## config.mk

```make
export PLATFORM = sky130hd
export DESIGN_NAME = lru_page_replacement_unit
export DESIGN_NICKNAME = d
export VERILOG_FILES = /design/src/design/lpr_pkg.sv /design/src/design/lru_page_replacement_unit.sv /design/src/design/lpr_select.sv /design/src/design/lpr_rank.sv
export SDC_FILE = /design/constraint.sdc
export NUM_CORES = 1
export LEC_CHECK = 0
export ABC_CLOCK_PERIOD_IN_PS = 17400
export CAP_MARGIN = 30
export CORE_UTILIZATION = 33
export CTS_BUF_LIST = sky130_fd_sc_hd__clkbuf_16
export CTS_CLUSTER_SIZE = 28
export DETAILED_ROUTE_END_ITERATION = 16
export DONT_BUFFER_PORTS = 1
export PLACE_DENSITY = 0.46
export SLEW_MARGIN = 10
export SYNTH_ARGS = -nofsm -noshare
export SYNTH_HDL_FRONTEND = slang
export SYNTH_SLANG_ARGS = --single-unit
```

## constraint.sdc

```tcl
create_clock -name clock -period 17.4 [get_ports clock]
set_input_delay 1.74 -clock clock [delete_from_list [all_inputs] [get_ports clock]]
set_output_delay 1.74 -clock clock [all_outputs]
set_load 0.01 [all_outputs]
```

## src/design/lpr_pkg.sv

```systemverilog
// Shared constants and types for the LRU page-frame table.
`timescale 1ns / 1ps
package lpr_pkg;

   localparam int FRAMES_DEFAULT    = 8;
   localparam int PAGE_BITS_DEFAULT = 16;
   localparam int FIU_BITS          = 4;
   localparam logic [FIU_BITS-1:0] FIU_RESET = 4'd8;
   localparam int FAULT_BITS        = 32;
   localparam int FRAME_OUT_BITS    = 3;
   localparam int CSR_DATA_BITS     = 32;
   localparam int CSR_ADDR_BITS     = 3;
   // register index, taken from paddr[2]
   localparam logic CSR_REG_FRAMES  = 1'b0;

   typedef struct packed {
      logic hit;
      logic fill;
      logic evict;
   } lpr_action_type;

endpackage

```

## src/design/lru_page_replacement_unit.sv

```systemverilog
// An item taken into the input register (in_valid_ff) has its result strobe registered
// from there in rsp_valid_ff.
// Throughput: one item per cycle; busy stays low, the table is updated in the same
// cycle the item leaves the input register, so the next item sees the new state.
// Reset (synchronous): all frames empty, ranks zero, fault count zero, frames_in_use 8.
// Results cannot be stalled by the receiver.
`timescale 1ns / 1ps
module lru_page_replacement_unit import lpr_pkg::*; #(
   parameter int FRAMES    = FRAMES_DEFAULT,
   parameter int PAGE_BITS = PAGE_BITS_DEFAULT
) (
   input  logic                      clock,
   input  logic                      reset,
   input  logic                      start,
   output logic                      busy,
   input  logic [PAGE_BITS-1:0]      req_page,
   output logic                      rsp_valid,
   output logic                      rsp_hit,
   output logic [FRAME_OUT_BITS-1:0] rsp_frame,
   output logic                      rsp_evicted_valid,
   output logic [PAGE_BITS-1:0]      rsp_evicted_page,
   output logic [FAULT_BITS-1:0]     rsp_fault_total,
   input  logic                      psel,
   input  logic                      penable,
   input  logic                      pwrite,
   input  logic [CSR_ADDR_BITS-1:0]  paddr,
   input  logic [CSR_DATA_BITS-1:0]  pwdata,
   output logic [CSR_DATA_BITS-1:0]  prdata,
   output logic                      pready
);

   localparam int IDX_BITS = (FRAMES > 1) ? $clog2(FRAMES) : 1;

   logic                  in_valid_ff;
   logic [PAGE_BITS-1:0]  in_page_ff;
   logic [FIU_BITS-1:0]   frames_ff;
   logic [FRAMES-1:0]     valid_ff;
   logic [IDX_BITS-1:0]   rank_ff [FRAMES];
   logic [PAGE_BITS-1:0]  page_ff [FRAMES];
   logic [FAULT_BITS-1:0] fault_ff;
   logic [FAULT_BITS-1:0] fault_in;

   logic                      rsp_valid_ff;
   logic                      rsp_hit_ff;
   logic [FRAME_OUT_BITS-1:0] rsp_frame_ff;
   logic                      rsp_evicted_valid_ff;
   logic [PAGE_BITS-1:0]      rsp_evicted_page_ff;
   logic [FAULT_BITS-1:0]     rsp_fault_total_ff;

   lpr_action_type        action;
   logic [IDX_BITS-1:0]   target;
   logic [FRAMES-1:0]     valid_in;
   logic [IDX_BITS-1:0]   rank_in [FRAMES];
   logic                  csr_write;

   assign busy   = 1'b0;
   assign pready = 1'b1;

   assign csr_write = psel && penable && pwrite && pready;
   assign prdata    = (paddr[2] == CSR_REG_FRAMES) ? CSR_DATA_BITS'(frames_ff) : '0;

   lpr_select #(
      .FRAMES    (FRAMES),
      .PAGE_BITS (PAGE_BITS)
   ) u_select (
      .page          (in_page_ff),
      .resident      (page_ff),
      .valid         (valid_ff),
      .rank          (rank_ff),
      .frames_in_use (frames_ff),
      .action        (action),
      .target        (target)
   );

   lpr_rank #(
      .FRAMES (FRAMES)
   ) u_rank (
      .action   (action),
      .target   (target),
      .valid    (valid_ff),
      .rank     (rank_ff),
      .valid_in (valid_in),
      .rank_in  (rank_in)
   );

   // saturating fault count
   always_comb begin
      fault_in = fault_ff;
      if (!action.hit && fault_ff != '1) begin
         fault_in = fault_ff + FAULT_BITS'(1);
      end
   end

   always_ff @(posedge clock) begin
      if (reset) begin
         in_valid_ff  <= 1'b0;
         rsp_valid_ff <= 1'b0;
         frames_ff    <= FIU_RESET;
         valid_ff     <= '0;
         fault_ff     <= '0;
         for (int i = 0; i < FRAMES; i++) begin
            rank_ff[i] <= '0;
         end
      end else begin
         in_valid_ff  <= start && !busy;
         rsp_valid_ff <= in_valid_ff;
         if (csr_write && paddr[2] == CSR_REG_FRAMES) begin
            frames_ff <= pwdata[FIU_BITS-1:0];
         end
         if (in_valid_ff) begin
            valid_ff <= valid_in;
            rank_ff  <= rank_in;
            fault_ff <= fault_in;
         end
      end
   end

   // payload: no reset
   always_ff @(posedge clock) begin
      if (start && !busy) begin
         in_page_ff <= req_page;
      end
      if (in_valid_ff) begin
         if (!action.hit) begin
            page_ff[target] <= in_page_ff;
         end
         rsp_hit_ff           <= action.hit;
         rsp_frame_ff         <= FRAME_OUT_BITS'(target);
         rsp_evicted_valid_ff <= action.evict;
         rsp_evicted_page_ff  <= action.evict ? page_ff[target] : '0;
         rsp_fault_total_ff   <= fault_in;
      end
   end

   assign rsp_valid         = rsp_valid_ff;
   assign rsp_hit           = rsp_hit_ff;
   assign rsp_frame         = rsp_frame_ff;
   assign rsp_evicted_valid = rsp_evicted_valid_ff;
   assign rsp_evicted_page  = rsp_evicted_page_ff;
   assign rsp_fault_total   = rsp_fault_total_ff;

endmodule

```

## src/design/lpr_select.sv

```systemverilog
// Parallel tag compare, empty-frame search and LRU victim choice.
`timescale 1ns / 1ps
module lpr_select import lpr_pkg::*; #(
   parameter int FRAMES    = FRAMES_DEFAULT,
   parameter int PAGE_BITS = PAGE_BITS_DEFAULT
) (
   input  logic [PAGE_BITS-1:0] page,
   input  logic [PAGE_BITS-1:0] resident [FRAMES],
   input  logic [FRAMES-1:0]    valid,
   input  logic [((FRAMES > 1) ? $clog2(FRAMES) : 1)-1:0] rank [FRAMES],
   input  logic [FIU_BITS-1:0]  frames_in_use,
   output lpr_action_type       action,
   output logic [((FRAMES > 1) ? $clog2(FRAMES) : 1)-1:0] target
);

   localparam int IDX_BITS = (FRAMES > 1) ? $clog2(FRAMES) : 1;
   localparam int CMP_BITS = (IDX_BITS + 1 > FIU_BITS) ? IDX_BITS + 1 : FIU_BITS;

   logic [FRAMES-1:0] in_use;

   // a count of zero behaves as one; counts above FRAMES simply enable all
   always_comb begin
      for (int i = 0; i < FRAMES; i++) begin
         in_use[i] = (CMP_BITS'(i) < CMP_BITS'(frames_in_use)) || (i == 0);
      end
   end

   always_comb begin
      logic                hit_found;
      logic                empty_found;
      logic [IDX_BITS-1:0] hit_idx;
      logic [IDX_BITS-1:0] empty_idx;
      logic [IDX_BITS-1:0] victim_idx;
      logic [IDX_BITS-1:0] best;
      hit_found   = 1'b0;
      empty_found = 1'b0;
      hit_idx     = '0;
      empty_idx   = '0;
      victim_idx  = '0;
      best        = '0;
      for (int i = 0; i < FRAMES; i++) begin
         if (!hit_found && in_use[i] && valid[i] && resident[i] == page) begin
            hit_found = 1'b1;
            hit_idx   = IDX_BITS'(i);
         end
         if (!empty_found && in_use[i] && !valid[i]) begin
            empty_found = 1'b1;
            empty_idx   = IDX_BITS'(i);
         end
         // strict compare keeps the lowest index on a tie
         if (in_use[i] && rank[i] > best) begin
            best       = rank[i];
            victim_idx = IDX_BITS'(i);
         end
      end
      action.hit   = hit_found;
      action.fill  = !hit_found && empty_found;
      action.evict = !hit_found && !empty_found;
      if (hit_found) begin
         target = hit_idx;
      end else if (empty_found) begin
         target = empty_idx;
      end else begin
         target = victim_idx;
      end
   end

endmodule

```

## src/design/lpr_rank.sv

```systemverilog
// Next recency ranks and valid bits for one reference.
`timescale 1ns / 1ps
module lpr_rank import lpr_pkg::*; #(
   parameter int FRAMES = FRAMES_DEFAULT
) (
   input  lpr_action_type    action,
   input  logic [((FRAMES > 1) ? $clog2(FRAMES) : 1)-1:0] target,
   input  logic [FRAMES-1:0] valid,
   input  logic [((FRAMES > 1) ? $clog2(FRAMES) : 1)-1:0] rank [FRAMES],
   output logic [FRAMES-1:0] valid_in,
   output logic [((FRAMES > 1) ? $clog2(FRAMES) : 1)-1:0] rank_in [FRAMES]
);

   localparam int IDX_BITS = (FRAMES > 1) ? $clog2(FRAMES) : 1;

   logic [IDX_BITS-1:0] pivot;

   assign pivot = rank[target];

   // ranks of valid frames stay a permutation of 0..k-1, so +1 never wraps
   always_comb begin
      for (int i = 0; i < FRAMES; i++) begin
         valid_in[i] = valid[i];
         rank_in[i]  = rank[i];
         if (action.fill) begin
            if (valid[i]) begin
               rank_in[i] = rank[i] + IDX_BITS'(1);
            end
         end else if (valid[i] && rank[i] < pivot) begin
            rank_in[i] = rank[i] + IDX_BITS'(1);
         end
         if (IDX_BITS'(i) == target) begin
            rank_in[i]  = '0;
            valid_in[i] = 1'b1;
         end
      end
   end

endmodule

```

Yosys cells after proc, flatten, opt, wreduce, memory -nomap -nowiden
Cells that the tools add are included.
{ "word_totals": {"ff_bits": 267, "in_bits": 57, "out_inout_bits": 88} }
{ "classes": {"n_addsub": 9, "magnitude_cmp": 25, "eq_ne": 24, "n_mux": 89, "bitwise": 3, "reduce_logical": 106} }
{ "op_table": {"columns": ["cell", "n"], "rows": [
  ["3-bit 2-to-1 mux", 61],
  ["128-bit bitwise mux", 1],
  ["16-bit equality test", 8],
  ["1-bit logical AND", 58],
  ["16-bit binary-select mux with 3-bit select", 1],
  ["16-bit demux with 3-bit select", 1],
  ["16-bit 2-to-1 mux", 3],
  ["32-bit by 1-bit adder with 32-bit output, second input constant", 1],
  ["32-bit 2-to-1 mux", 1],
  ["32-bit inequality test, second input constant", 1],
  ["3-bit by 1-bit adder with 3-bit output, second input constant", 8],
  ["3-bit less-than comparator", 8],
  ["3-bit by 2-bit inequality test with 1-bit output, second input constant", 8],
  ["3-bit AND reduction", 8],
  ["3-bit nonzero test", 8],
  ["1-bit logical NOT", 22],
  ["3-bit > comparator", 7],
  ["1-bit 2-to-1 mux", 19],
  ["2-bit AND reduction", 9],
  ["3-bit by 4-bit less-than comparator with 1-bit output, first input constant", 4],
  ["3-bit equality test, first input constant", 4],
  ["3-bit binary-select mux with 3-bit select", 1],
  ["2-bit by 4-bit less-than comparator with 1-bit output, first input constant", 2],
  ["2-bit by 3-bit equality test with 1-bit output, first input constant", 2],
  ["9 further kinds", 10]
]} }

Depth between registers and ports, before layout
{ "logic_depth": {"ltp_word": 48, "ltp_mapped": 64, "depth_no_buf": 62} }

Hierarchy
Synthesis repeated with hierarchy kept, for this count alone.
{ "hier_totals": {"hier_cells": 1330, "hier_area_um2": 15302.2} }
{ "modules_own_cells": {"columns": ["mod", "instances", "cells_each", "area_each_um2", "seq_area_each_um2"], "rows": [
  ["lru_page_replacement_unit", 1, 738, 10930.5, 7317.0],
  ["lpr_select", 1, 359, 2638.8, 0.0],
  ["lpr_rank", 1, 233, 1732.9, 0.0]
]} }

Worst setup path before layout
OpenSTA, ideal clock, no wires.
{ "synth_path": {"path_type": "register to register", "from": "register rank_ff[21] (netlist bit)", "to": "register rank_ff[20] (netlist bit)", "setup_ps": 59, "arrival_time_ps": 12266, "required_time_ps": 17341, "setup_slack_ps": 5075, "stages_incl_launch_ff": 62, "path_buffers": 3, "synth_period_minus_slack_ps": 12325, "path_cell_list": "dfxtp_1 inv_1 ha_1 a21o_1 ha_1 nand3b_1 and2_1 nor2_1 mux2_2 ha_1 nor2_1 a22oi_1 a211oi_1 mux2_2 ha_1 nor2_1 a21o_1 nand2_1 [26 not listed] o21ai_0 a21oi_1 nor4_1 o211ai_1 nand2_2 clkbuf_1 clkbuf_1 buf_1 nand2_1 a31oi_1 mux2i_1 ha_1 nand2b_1 or3_1 or4_1 a31o_2 o21ai_0 o31a_1"} }
{ "synth_between": {"elab_chain_cells": 33, "word_cells_on_any_way": 42, "cone_classes": "order compare: 9; eq/ne: 2; mux: 20; bitwise: 1; reduce/logical: 10"} }
{ "synth_lines": {"columns": ["element", "line", "source"], "rows": [
  ["from (decl)", "lru_page_replacement_unit.sv:38", "logic [IDX_BITS-1:0] rank_ff [FRAMES];"],
  ["from (signal assigned)", "lru_page_replacement_unit.sv:112", "rank_ff <= rank_in;"],
  ["3-bit by 1-bit > comparator with 1-bit output", "lpr_select.sv:51", "if (in_use[i] && rank[i] > best) begin"],
  ["3-bit 2-to-1 mux", "lpr_select.sv:51", null],
  ["3-bit > comparator", "lpr_select.sv:51", null],
  ["1-bit logical AND", "lpr_select.sv:51", null],
  ["3-bit 2-to-1 mux", "lpr_select.sv:51", null],
  ["3-bit > comparator", "lpr_select.sv:51", null],
  ["1-bit logical AND", "lpr_select.sv:51", null],
  ["3-bit 2-to-1 mux", "lpr_select.sv:51", null],
  ["[16 not listed]", null, null],
  ["3-bit 2-to-1 mux", "lpr_select.sv:59", "if (hit_found) begin"],
  ["3-bit inverter with 4-bit output (not written as such)", "lpr_rank.sv:18", "assign pivot = rank[target];"],
  ["3-bit binary-select mux with 3-bit select", "lpr_rank.sv:18", null],
  ["3-bit 2-to-1 mux (not written as such) (2 in a row)", "lpr_rank.sv:18", null],
  ["3-bit less-than comparator", "lpr_rank.sv:29", "end else if (valid[i] && rank[i] < pivot) begin"],
  ["1-bit logical AND", "lpr_rank.sv:29", null],
  ["3-bit nonzero test (no source line)", null, null],
  ["3-bit AND reduction (no source line)", null, null]
]} }
Several ways; a longest one is shown, not always the timed one. The select of a mux whose other input is x is not followed.
A chain may end at the register's enable or synchronous reset.

Final worst setup path
{ "layout_path": {"from": "register rank_ff[21] (netlist bit)", "to": "register rank_ff[15] (netlist bit)"} }
Same word-level chain as after synthesis.

==> results.txt <==
Before antenna repair, the detailed router went through 5 iterations. The HPWL after detailed placement is 33800 microns. The routing usage on met2 came out at 35.1%. The count of antenna diodes in the layout is 0. The number of hold buffers added after CTS is 0. The maximum resistive drop on vdd is 0.0816 mV. The setup clock skew after layout came out at 30.1 ps. The first global-routing pass estimated 72500 microns of wire. The number of post-CTS setup repair buffers came out at 0. The die outline area came out at 0.0471 sq mm. The post-synthesis instance area is 0.0153 sq mm. The area of the multi-input gates is 0.00728 sq mm. The initialized floorplan defines 78 standard-cell rows. For this run the aggregate overflow at the end of global routing stands at 0. The kind of start point of the critical path is a flip-flop. The final worst slack came out at 2520 ps. The minimum clock period after layout is 14880 ps. The post-placement cell area came out at 0.0158 sq mm. The highest achievable clock rate is 67.2 MHz. Synthesis produced 1577 cells. The tightest slew margin relative to the limit came out at 27.4%. The dominant cell type by area after synthesis is edfxtp_1. No sink is reached through more buffers than the 3 on the longest clock path. The post-route fraction of the period consumed by the critical path is 85.5%.

The region available for standard cell placement spans 0.0455 sq mm. The startpoint identified for the worst hold timing path is fault_ff[1]$_SDFFE_PP0P_. Summing the sequential cell areas from Yosys gives 47.9% of the chip area. Setup repair after global routing left no endpoint under its margin. The number of synthesized register bits came out at 267. The sum of buffers and inverters on the critical path is 4.

The number of levels the H-tree was split into is 1. The vertical die dimension came out at 217 microns. In this run the most used layer during global routing was met2. The run finished with clean final reports.

By area the synthesized netlist is led by edfxtp_1 39%, dfxtp_1 9.2%, xnor2_1 6.0%, nand2_1 5.3%, xor2_1 4.9%. The number of buffers added by the clock tree synthesis step came out at 31. The share of layout cells above drive strength 1 is 7.16%. Among all stages on the critical path, the largest delay is contributed by mux2i_1. Pin placement for this block handled 145 I/O pins. In the synthesized netlist the dominant register cell turns out to be edfxtp_1.

The largest delay contributor family on the critical path is compound AO/OA/AOI/OAI gates. The wire length reported by the detailed router came out at 49100 microns. The number of sinks handled by clock tree synthesis came out at 267.

The count of nets left with antenna violations after detail routing is 0. The number of different library cells used by synthesis comes to 83. In this run, the number of DRC markers left after iteration 0 of detailed routing was 976. Counting stages on the worst path, the most repeated cell is ha_1. STA classifies the critical path endpoint as a flip-flop. Summing all flip-flop and latch instances after layout gives 0.00732 sq mm.

The count of flip-flops with a built-in enable after synthesis came out at 197. The maximum number of pins on one net before global-route repair came out at 75. At the worst endpoint, the required time is 17880 ps.

Setup violations remaining at the end of the flow were counted as 0. The routed wirelength normalized by instance count came out at 22.5 microns. Data arrives at the worst endpoint at 15350 ps. In this run the worst path has a maximum fanout of 48. The leakage dissipation came out at 0.00583 uW. The transition time at the pin with the least slew margin came out at 1080 ps. The delay of the slowest cell on the worst path came out at 760 ps. The count of cells resized by post-cts repair came out at 0. The layout-stage area growth over the synthesis result is 9.82%. The global routing met1 resource utilization came out at 27.6%. TritonCTS built the clock tree.

The total number of yosys warnings came out at 0. After detailed routing, the number of vias per cell comes to 5.33. The average instance area after synthesis came out at 9.68 sq um.

The met3 layer usage reported by global route is 1.90%. The worst register-to-register path begins at rank_ff[21]$_SDFFE_PP0P_. The number of failing hold endpoints at the final stage came to 0. The power per cell area is 90.0 mW/mm^2. The completed layout was analyzed and its total power is 1510 uW. The combined global-route utilization of all metal layers is 20.5%. By count the netlist is led by 214 x nand2_1, 197 x edfxtp_1, 125 x nand3_1, 121 x nor2_1, 105 x xnor2_1.

The via count of the first global-routing pass is 11000. The final cell area excluding filler cells is 0.0168 sq mm. The count of vias placed by the detailed router is 11600. At the placement stage, the worst setup path has a slack of 2710 ps. The final routed DRC violation total came out at 0. The horizontal die dimension came out at 217 microns. The initial antenna violation count came out at 0. The count of buffers added on input and output ports is 0.

The reported max-cap violation count came out at 0. The clock root buffer is clkbuf_16. The clock latency reported for the late side of the worst-skew pair is 590 ps. The type of the worst min-delay path is flip-flop to flip-flop.

The count of nets after finishing came out at 1642. Once the floorplan was initialized, standard cells occupied 33.6% of the core. Of the post-synthesis cell area, the dominant cell type holds 38.8%. The setup path with the least slack is of type flip-flop to flip-flop. The fill cell total of the finished layout came out at 4623. The clock-pin slew of the registers on the worst-case setup and hold paths is 60 ps. The congestion estimate from routability-driven global placement came to 0.902. The share of flip-flops with an asynchronous set or reset after synthesis is 0%. The max-slew violation total from the final report came to 0. For the final routed database, the setup TNS stands at 0 ps. Among all cell types in the netlist, the one instantiated most often is nand2_1. The most critical setup path has its startpoint at rank_ff[21]$_SDFFE_PP0P_.
## worst min-delay path, delay by kind of cell, from the launching register on
| kind | cells | cell delay (ps) |
|---|---|---|
| DFF | 1 | 330 |
| and+or+nand+nor | 2 | 140 |
## power by group
group / switching, uW / internal [uW] / total (uW)
clock network: 272 / 380 / 652
registers: 29.2 / 699 / 728
logic: 85.7 / 42.0 / 128
total: 387 / 1120 / 1510
## cell usage in the layout, fill, tap and decap left out, drive strengths merged, types with 6 or more instances in the layout
cell / synthesis / routed
nand2: 215 / 215
edfxtp: 197 / 197
nand3: 125 / 125
nor2: 121 / 121
xnor2: 105 / 105
xor2: 85 / 85
dfxtp: 70 / 70
inv: 57 / 63
nor3: 50 / 50
nand4: 44 / 44
a21oi: 41 / 41
nor4: 32 / 32
clkbuf: 44 / 32
ha: 31 / 31
conb: 2 / 30
o21ai: 30 / 30
buf: 65 / 24
o211ai: 19 / 19
o21a: 17 / 17
a211oi: 17 / 17
or4: 15 / 15
a31oi: 15 / 15
or3: 15 / 15
clkinv: 1 / 15
and3: 12 / 12
nor2b: 12 / 12
nand2b: 12 / 12
or2: 12 / 12
mux2: 11 / 11
o2111ai: 9 / 9
mux2i: 9 / 9
and4: 6 / 6
o31a: 6 / 6
o22ai: 6 / 6
## routing by layer
layer  up-vias  part of all wire, %  routed length (microns)
met2       320                   48                    23800
met5         -                    0                        0
li1       5564                    -                        -
met4         0                  2.7                     1340
met3        70                  4.2                     2060
met1      5648                   45                    21900
## final timing paths
check                           depth (start not counted)                        to  slack, ps
worst min register to register                          2  fault_ff[1]$_SDFFE_PP0P_        510
worst min-delay path                                    2  fault_ff[1]$_SDFFE_PP0P_        510
worst max-delay path                                   62  rank_ff[15]$_SDFFE_PP0P_       2520
worst max register to register                         62  rank_ff[15]$_SDFFE_PP0P_       2520
## layout make-up
type	count	area share, %
inverter	58	1.31
clock inverter	26	1.32
tap	600	4.48
timing repair buffer	25	1.13
multi-input combinational	1171	43.5
sequential	267	43.7
clock buffer	31	4.63
## registers in the layout, indices dropped and copies added (netlist names)
signal / cells
rsp_fault_total: 32
rsp_hit: 1
page_ff: 128
rsp_evicted_page: 16
rsp_evicted_valid: 1
frames_ff: 4
in_page_ff: 16
fault_ff: 32
valid_ff: 8
rank_ff: 24
rsp_frame: 3
in_valid_ff: 1
rsp_valid: 1
## logic make-up (layout without fill, tap and decap cells)
| family | after synthesis | in the layout | synth area share (%) |
|---|---|---|---|
| muxes | 20 | 20 | 1.40 |
| AOI/OAI and AO/OA | 201 | 201 | 9.43 |
| and+or+nand+nor | 698 | 698 | 22.5 |
| other | 2 | 30 | 0.0492 |
| DFF | 267 | 267 | 47.9 |
| xor gates and xnor gates | 190 | 190 | 10.9 |
| adders and majority gates | 32 | 32 | 2.61 |
| buffers and inverters | 167 | 140 | 5.21 |
## per-stage QoR
step	hold slack, ps	cells	util [%]
4_1_cts	519	2176	36.8
2_1_floorplan	484	1605	-
3_3_place_gp	498	2118	34.6
5_1_grt	543	2178	36.9
6_report	514	2178	36.9
3_5_place_dp	510	2119	34.6
Power figures use the tool's default switching activity.
